$ cat src/rtl/core/cq_pkg.sv
// ----------------------------------------------------------------------------
// cq_pkg
// Shared widths, register indexes and limits for the coefficient quantiser.
// ----------------------------------------------------------------------------
package cq_pkg;

  localparam int unsigned COEFF_W   = 16;
  localparam int unsigned LEVEL_W   = 16;
  localparam int unsigned SCALE_W   = 15;
  localparam int unsigned SHIFT_W   = 5;
  localparam int unsigned OFFSET_W  = 15;
  localparam int unsigned MAG_W     = 17;
  localparam int unsigned CFG_ADDR_W = 2;
  localparam int unsigned CFG_DATA_W = 15;

  localparam int unsigned PROD_W    = 31;
  localparam int unsigned SUM_W     = 32;
  localparam int unsigned OFF_SH_W  = 26;

  // register indexes
  localparam logic [CFG_ADDR_W-1:0] REG_SCALE  = 2'd0;
  localparam logic [CFG_ADDR_W-1:0] REG_SHIFT  = 2'd1;
  localparam logic [CFG_ADDR_W-1:0] REG_OFFSET = 2'd2;

  localparam logic [SHIFT_W-1:0] SHIFT_LO = 5'd16;
  localparam logic [SHIFT_W-1:0] SHIFT_HI = 5'd27;

  localparam logic [SCALE_W-1:0]  SCALE_RST  = '0;
  localparam logic [OFFSET_W-1:0] OFFSET_RST = '0;

  localparam logic [SUM_W-1:0] POS_MAX = 32'd32767;
  localparam logic [SUM_W-1:0] NEG_MAG = 32'd32768;

endpackage

$ cat src/rtl/core/cq_ifs.sv
// ----------------------------------------------------------------------------
// cq interfaces
// Valid/ready channels for coefficients, levels and register writes.
// ----------------------------------------------------------------------------
interface cq_coeff_if;
  logic                              valid;
  logic                              ready;
  logic signed [cq_pkg::COEFF_W-1:0] coeff;
  logic                              last_in;

  modport source (output valid, output coeff, output last_in, input ready);
  modport sink   (input valid, input coeff, input last_in, output ready);
endinterface

interface cq_level_if;
  logic                              valid;
  logic                              ready;
  logic signed [cq_pkg::LEVEL_W-1:0] level;
  logic                              last_out;
  logic                              block_nonzero;

  modport source (output valid, output level, output last_out, output block_nonzero,
                  input ready);
  modport sink   (input valid, input level, input last_out, input block_nonzero,
                  output ready);
endinterface

interface cq_cfg_if;
  logic                             valid;
  logic                             ready;
  logic [cq_pkg::CFG_ADDR_W-1:0]    addr;
  logic [cq_pkg::CFG_DATA_W-1:0]    data;

  modport source (output valid, output addr, output data, input ready);
  modport sink   (input valid, input addr, input data, output ready);
endinterface

$ cat src/rtl/core/coefficient_quantizer.sv
// ----------------------------------------------------------------------------
// coefficient_quantizer
// Forward quantiser: level = sat16(sign * ((|coeff|*scale + off) >> shift)).
// ----------------------------------------------------------------------------
// in_ch  : one coefficient word per handshake, last_in marks end of block.
// out_ch : one level word per coefficient, in order, with last_out and a
//          running block_nonzero flag (includes the current level).
// cfg_ch : register writes (0 scale, 1 shift, 2 rounding offset), always
//          ready; unknown indexes are dropped. Write only while idle.
// Three register stages: input register, product register (17x15 multiply),
// result register (offset add, barrel shift, saturation). A word accepted from
// in_ch passes the input and product registers before it is presented on out_ch.
// Throughput is one word per cycle; the whole pipe advances together, set by
// the result register being empty or taken.
// When the receiver stalls with a level waiting, the whole pipe holds and
// in_ch.ready drops in the same cycle, bubbles included; up to three words
// sit in the stages until out_ch.ready returns.
// Reset clears stage valids and the nonzero flag and loads scale 0,
// shift 16, offset 0.
// ----------------------------------------------------------------------------
module coefficient_quantizer (
  input  logic       clk,
  input  logic       rst_n,
  cq_coeff_if.sink   in_ch,
  cq_level_if.source out_ch,
  cq_cfg_if.sink     cfg_ch
);

  // configuration
  logic [cq_pkg::SCALE_W-1:0]  scale_r;
  logic [cq_pkg::SHIFT_W-1:0]  shift_r;
  logic [cq_pkg::OFFSET_W-1:0] offset_r;

  // stage 0: input register
  logic                         s0_valid_r;
  logic                         s0_neg_r;
  logic                         s0_last_r;
  logic [cq_pkg::MAG_W-1:0]     s0_mag_r;

  // stage 1: product register
  logic                         s1_valid_r;
  logic                         s1_neg_r;
  logic                         s1_last_r;
  logic [cq_pkg::PROD_W-1:0]    s1_prod_r;

  // stage 2: result register
  logic                               out_valid_r;
  logic signed [cq_pkg::LEVEL_W-1:0]  level_r;
  logic                               last_r;
  logic                               nz_r;
  logic                               seen_r;

  logic                         advance;
  logic [cq_pkg::MAG_W-1:0]     mag_nxt;
  logic [cq_pkg::SHIFT_W-1:0]   sh_use;
  logic [cq_pkg::OFF_SH_W-1:0]  off_sh;
  logic [cq_pkg::SUM_W-1:0]     sum;
  logic [cq_pkg::SUM_W-1:0]     q;
  logic [cq_pkg::SUM_W-1:0]     q_sat;
  logic [cq_pkg::LEVEL_W-1:0]   level_nxt;
  logic                         nz_nxt;
  logic                         seen_nxt;

  assign advance      = !out_valid_r || out_ch.ready;
  assign in_ch.ready  = advance;
  assign cfg_ch.ready = 1'b1;

  assign out_ch.valid         = out_valid_r;
  assign out_ch.level         = level_r;
  assign out_ch.last_out      = last_r;
  assign out_ch.block_nonzero = nz_r;

  always_ff @(posedge clk) begin
    if (!rst_n) begin
      scale_r  <= cq_pkg::SCALE_RST;
      shift_r  <= cq_pkg::SHIFT_LO;
      offset_r <= cq_pkg::OFFSET_RST;
    end else if (cfg_ch.valid) begin
      unique case (cfg_ch.addr)
        cq_pkg::REG_SCALE:  scale_r  <= cfg_ch.data[cq_pkg::SCALE_W-1:0];
        cq_pkg::REG_SHIFT:  shift_r  <= cfg_ch.data[cq_pkg::SHIFT_W-1:0];
        cq_pkg::REG_OFFSET: offset_r <= cfg_ch.data[cq_pkg::OFFSET_W-1:0];
        default: ;
      endcase
    end
  end

  // magnitude of a 16-bit two's complement value, 0..32768
  always_comb begin
    if (in_ch.coeff[cq_pkg::COEFF_W-1]) begin
      mag_nxt = cq_pkg::MAG_W'(~{in_ch.coeff[cq_pkg::COEFF_W-1], in_ch.coeff})
                + cq_pkg::MAG_W'(1);
    end else begin
      mag_nxt = {1'b0, in_ch.coeff};
    end
  end

  // stage 2 arithmetic
  always_comb begin
    priority if (shift_r < cq_pkg::SHIFT_LO) begin
      sh_use = cq_pkg::SHIFT_LO;
    end else if (shift_r > cq_pkg::SHIFT_HI) begin
      sh_use = cq_pkg::SHIFT_HI;
    end else begin
      sh_use = shift_r;
    end
    off_sh = cq_pkg::OFF_SH_W'(offset_r) << (sh_use - cq_pkg::SHIFT_LO);
    sum    = {1'b0, s1_prod_r} + cq_pkg::SUM_W'(off_sh);
    q      = sum >> sh_use;
    if (s1_neg_r) begin
      q_sat     = (q > cq_pkg::NEG_MAG) ? cq_pkg::NEG_MAG : q;
      level_nxt = ~q_sat[cq_pkg::LEVEL_W-1:0] + cq_pkg::LEVEL_W'(1);
    end else begin
      q_sat     = (q > cq_pkg::POS_MAX) ? cq_pkg::POS_MAX : q;
      level_nxt = q_sat[cq_pkg::LEVEL_W-1:0];
    end
    nz_nxt   = seen_r || (level_nxt != '0);
    seen_nxt = s1_last_r ? 1'b0 : nz_nxt;
  end

  // control
  always_ff @(posedge clk) begin
    if (!rst_n) begin
      s0_valid_r  <= 1'b0;
      s1_valid_r  <= 1'b0;
      out_valid_r <= 1'b0;
      seen_r      <= 1'b0;
    end else if (advance) begin
      s0_valid_r  <= in_ch.valid;
      s1_valid_r  <= s0_valid_r;
      out_valid_r <= s1_valid_r;
      if (s1_valid_r) begin
        seen_r <= seen_nxt;
      end
    end
  end

  // payload
  always_ff @(posedge clk) begin
    if (advance) begin
      s0_neg_r  <= in_ch.coeff[cq_pkg::COEFF_W-1];
      s0_last_r <= in_ch.last_in;
      s0_mag_r  <= mag_nxt;
      s1_neg_r  <= s0_neg_r;
      s1_last_r <= s0_last_r;
      s1_prod_r <= cq_pkg::PROD_W'(s0_mag_r) * cq_pkg::PROD_W'(scale_r);
      level_r   <= level_nxt;
      last_r    <= s1_last_r;
      nz_r      <= nz_nxt;
    end
  end

  // flag is clear once the last word of a block has been formed
  a_seen_clear: assert property (@(posedge clk) disable iff (!rst_n)
    advance && s1_valid_r && s1_last_r |=> !seen_r)
    else $error("nonzero flag not cleared after end of block");

  // a nonzero level always reports a nonzero block
  a_nz_level: assert property (@(posedge clk) disable iff (!rst_n)
    out_valid_r && (level_r != '0) |-> nz_r)
    else $error("nonzero level with block_nonzero low");

  // an accepted word enters the input register
  a_capture: assert property (@(posedge clk) disable iff (!rst_n)
    in_ch.valid && in_ch.ready |=> s0_valid_r)
    else $error("accepted word lost at input register");

endmodule
$ cat src/flat_wrapper.sv
// flat-port wrapper written by rule: the top's interface ports become plain ports
module coefficient_quantizer_flat 
  (clk, rst_n, in_ch_valid, in_ch_coeff, in_ch_last_in, in_ch_ready, out_ch_valid, out_ch_level, out_ch_last_out, out_ch_block_nonzero, out_ch_ready, cfg_ch_valid, cfg_ch_addr, cfg_ch_data, cfg_ch_ready);
  cq_coeff_if in_ch_i ();
  cq_level_if out_ch_i ();
  cq_cfg_if cfg_ch_i ();
  input  logic clk;
  input  logic rst_n;
  input wire logic [$bits(in_ch_i.valid)-1:0] in_ch_valid;
  input wire logic [$bits(in_ch_i.coeff)-1:0] in_ch_coeff;
  input wire logic [$bits(in_ch_i.last_in)-1:0] in_ch_last_in;
  output wire logic [$bits(in_ch_i.ready)-1:0] in_ch_ready;
  output wire logic [$bits(out_ch_i.valid)-1:0] out_ch_valid;
  output wire logic [$bits(out_ch_i.level)-1:0] out_ch_level;
  output wire logic [$bits(out_ch_i.last_out)-1:0] out_ch_last_out;
  output wire logic [$bits(out_ch_i.block_nonzero)-1:0] out_ch_block_nonzero;
  input wire logic [$bits(out_ch_i.ready)-1:0] out_ch_ready;
  input wire logic [$bits(cfg_ch_i.valid)-1:0] cfg_ch_valid;
  input wire logic [$bits(cfg_ch_i.addr)-1:0] cfg_ch_addr;
  input wire logic [$bits(cfg_ch_i.data)-1:0] cfg_ch_data;
  output wire logic [$bits(cfg_ch_i.ready)-1:0] cfg_ch_ready;
  assign in_ch_i.valid = in_ch_valid;
  assign in_ch_i.coeff = in_ch_coeff;
  assign in_ch_i.last_in = in_ch_last_in;
  assign in_ch_ready = in_ch_i.ready;
  assign out_ch_valid = out_ch_i.valid;
  assign out_ch_level = out_ch_i.level;
  assign out_ch_last_out = out_ch_i.last_out;
  assign out_ch_block_nonzero = out_ch_i.block_nonzero;
  assign out_ch_i.ready = out_ch_ready;
  assign cfg_ch_i.valid = cfg_ch_valid;
  assign cfg_ch_i.addr = cfg_ch_addr;
  assign cfg_ch_i.data = cfg_ch_data;
  assign cfg_ch_ready = cfg_ch_i.ready;
  coefficient_quantizer u_core (.clk(clk), .rst_n(rst_n), .in_ch(in_ch_i), .out_ch(out_ch_i), .cfg_ch(cfg_ch_i));
endmodule
$ cat config.mk
export PLATFORM = sky130hd
export DESIGN_NAME = coefficient_quantizer_flat
export DESIGN_NICKNAME = d
export VERILOG_FILES = /design/src/rtl/core/cq_pkg.sv /design/src/rtl/core/cq_ifs.sv /design/src/rtl/core/coefficient_quantizer.sv /design/src/flat_wrapper.sv
export SDC_FILE = /design/constraint.sdc
export NUM_CORES = 1
export LEC_CHECK = 0
export BUFFER_PORTS_ARGS = -buffer_cell sky130_fd_sc_hd__buf_2
export CAP_MARGIN = 15
export CORE_MARGIN = 2
export CORE_UTILIZATION = 40
export DETAILED_ROUTE_END_ITERATION = 8
export HOLD_SLACK_MARGIN = 0.1
export REMOVE_ABC_BUFFERS = 1
export SLEW_MARGIN = 20
export SYNTH_ARGS = -nofsm -noshare
export SYNTH_HDL_FRONTEND = slang
export SYNTH_SLANG_ARGS = --single-unit
$ cat constraint.sdc
create_clock -name clk -period 8.3 [get_ports clk]
set_clock_uncertainty 0.05 [all_clocks]
set_input_delay 0.83 -clock clk [delete_from_list [all_inputs] [get_ports clk]]
set_output_delay 0.83 -clock clk [all_outputs]
set_load 0.005 [all_outputs]
==> flow_metrics.tcl <==
set metrics [dict create \
    rows 72 \
    hold_viol_final 0 \
    cts_hold_buf 0 \
    fmax_mhz 129.1 \
    place_inst 2283 \
    dr_total_vias 12690 \
    r2r-start "u_core.shift_r[3]" \
    synthTopCellsByArea "fa_1 25%, edfxtp_1 13%, ha_1 9.6%, nand2_1 7.4%, dfxtp_1 5.0%" \
    antenna_found_initial 0 \
    tightest_slew_ps 1030 \
    avgRoutedWirePerCell_um 18.60 \
    cts-htree-levels 3 \
    p_leak_uw 0.007733 \
    portBuffers 58 \
    grt_pass1_vias 13011 \
    grt.total_usage 0.2153 \
    synthCells 1762 \
    firstDrtPassIters 5 \
    slowest_delay_ps 540 \
    grt_pass1_wl_um 69220 \
    final_util 0.4357 \
    area_growth_syn_to_layout_pct 7.684 \
    die_area_um2 40600 \
    viasPerCell 5.520 \
    min_path_type "flop to flop" \
    ys_ff_latch 109 \
    rsz0062_at_grt "false" \
    drc_errors 0 \
    drive_gt1_frac 0.09545 \
    synth.top_cells.by_count "307 x nand2_1, 200 x inv_1, 193 x fa_1" \
    clock_sinks 109 \
    clk_path_buf_depth 2 \
    clk_latency_ps 380 \
    drv_slew 0 \
    crit_path_end_kind "flop" \
    path_common_cell "inv_1" \
    cp_max_fo 10 \
    syn_area_um2 15600 \
    ys_seq_area_frac 0.1848 \
    synth_edf_count 70 \
    antenna_left 0 \
    yosys.area.top_type "fa_1" \
    setup_viol 0 \
    start_util 0.4046 \
    syn_avg_cell_area_um2 8.854 \
    finalCriticalPeriod_ps 7745 \
    synthArstFlopShare 0 \
    chipWidth_um 201.5 \
    start_kind "flop" \
    period_share 0.9332 \
    coreArea_um2 38560 \
    ios 60 \
    holdCritStartpoint "u_core.s0_neg_r" \
    cts_made_buffers 9 \
    gp_routability_congestion 0.9226 \
    post-dp-hpwl_um 34960 \
    path_class "flop to flop" \
    required_ps 8520 \
    fp.dieH_um 201.5 \
    nNetsFinal 2128 \
    cp-startpoint "u_core.shift_r[3]" \
    synth_warnings 0 \
    arrival_ps 7960 \
    drv_cap 0 \
    globalRouteOverflowTotal 0 \
    drt-total-wl_um 42760 \
    ir_drop_mv 0.1102 \
    cts_tree "built" \
    finalNonFillerCells 2299 \
    outcome "complete, no violations" \
    grt_max_degree 70 \
    synth_top_cell_area_share 0.2477 \
    synth_cell_types 104 \
    crit_slowest_cell "nor2_2" \
    root_buffer "clkbuf_16" \
    ys.flop_type "edfxtp_1" \
    powerDensity_nw_per_um2 128.0 \
    drt-initial-drc-count 787 \
    relSlewSlack 0.3109 \
    timing.setup.tns_ps 0 \
    clk_pin_slew_ps 80 \
    yosysMostFrequentCell "nand2_1" \
    diodes 0 \
]
-- cell families after synthesis --
group	synth area share
xor gates and xnor gates	0.02807
other	0.0004814
adders and majority gates	0.3439
muxes	0.02695
AOI/OAI and AO/OA	0.1453
buffers and inverters	0.07234
DFF	0.1848
and+or+nand+nor	0.1982
-- per-stage QoR --
stage | power, uW | area (um2) | worst slack [ps] | hold WS (ps)
after global routing | 2301 | 16800 | 7.554 | 385.0
after floorplan | 1387 | 15220 | 941.3 | 350.3
after CTS | 2160 | 16770 | 278.2 | 361.6
after detailed placement | 1681 | 16450 | 326.8 | 354.5
final | 2150 | 16800 | 554.6 | 363.8
after global placement | 1677 | 16450 | 283.2 | 361.8
-- layout by cell type (no fill, tap or decap), types with 9 or more instances in the layout --
| master | synthesis | layout |
|---|---|---|
| buf_2 | 11 | 58 |
| a211oi_1 | 11 | 11 |
| a21o_1 | 9 | 9 |
| or3_1 | 14 | 14 |
| nor3_1 | 24 | 24 |
| nand3_1 | 25 | 25 |
| edfxtp_1 | 70 | 70 |
| buf_4 | 2 | 36 |
| inv_1 | 200 | 200 |
| nand2_1 | 307 | 307 |
| and3_1 | 13 | 13 |
| o21a_1 | 17 | 15 |
| o21ai_0 | 41 | 41 |
| dfxtp_1 | 39 | 38 |
| ha_1 | 120 | 120 |
| o21ai_1 | 15 | 13 |
| fa_1 | 193 | 193 |
| a21oi_1 | 91 | 91 |
| nor2_1 | 79 | 77 |
| and2_1 | 124 | 124 |
| mux2i_1 | 38 | 38 |
| a31oi_1 | 15 | 15 |
| clkbuf_16 | 0 | 9 |
| xnor2_1 | 42 | 42 |
-- worst paths after layout --
| check | to | slack, ps | cells after the start |
|---|---|---|---|
| min reg2reg | u_core.s1_neg_r | 360 | 0 |
| max reg2reg | u_core.seen_r | 550 | 30 |
| min | u_core.s1_neg_r | 360 | 0 |
| max | u_core.seen_r | 550 | 30 |
-- critical path: cells and delay by family (launching register included) --
family	cells	cell delay, ps
fa+ha+maj	3	800
mux	1	160
compound gates	9	2770
buf+inv	3	270
simple gates	14	3070
flops	1	490
-- per-layer routing --
layer  track usage  wire (um)  share of wire
met5             0          0              0
met4       0.07826       1321          0.031
met3       0.03175       2471          0.058
met2        0.3677      20920           0.49
met1        0.2771      18040           0.42
-- cell type report --
type	instances	area, um2
repair buffers	94	560.5
fillers	3846	21760
multi-input cells	1362	11630
flip-flops and latches	109	2884
inverters	200	750.7
clock inverters	7	100.1
well taps	518	648.1
clock buffers	9	225.2
-- repair_timing --
action,in CTS,in global routing
buffers inserted,0,0
setup endpoints to repair,0,2
gates resized for setup,0,9
endpoints found under the hold margin,0,0
-- sequential cells by signal (all words and copies together) (netlist names), 5 cells and up --
name                 cells
u_core.scale_r          15
u_core.s0_mag_r         17
u_core.out_ch.level     16
u_core.shift_r           5
u_core.s1_prod_r        31
u_core.offset_r         15
-- where the power goes --
group,total (uW),internal (uW),switching [uW]
logic,904,372,532
registers,771,679,92.2
clock network,475,244,230
(Power assumes the default switching activity.)
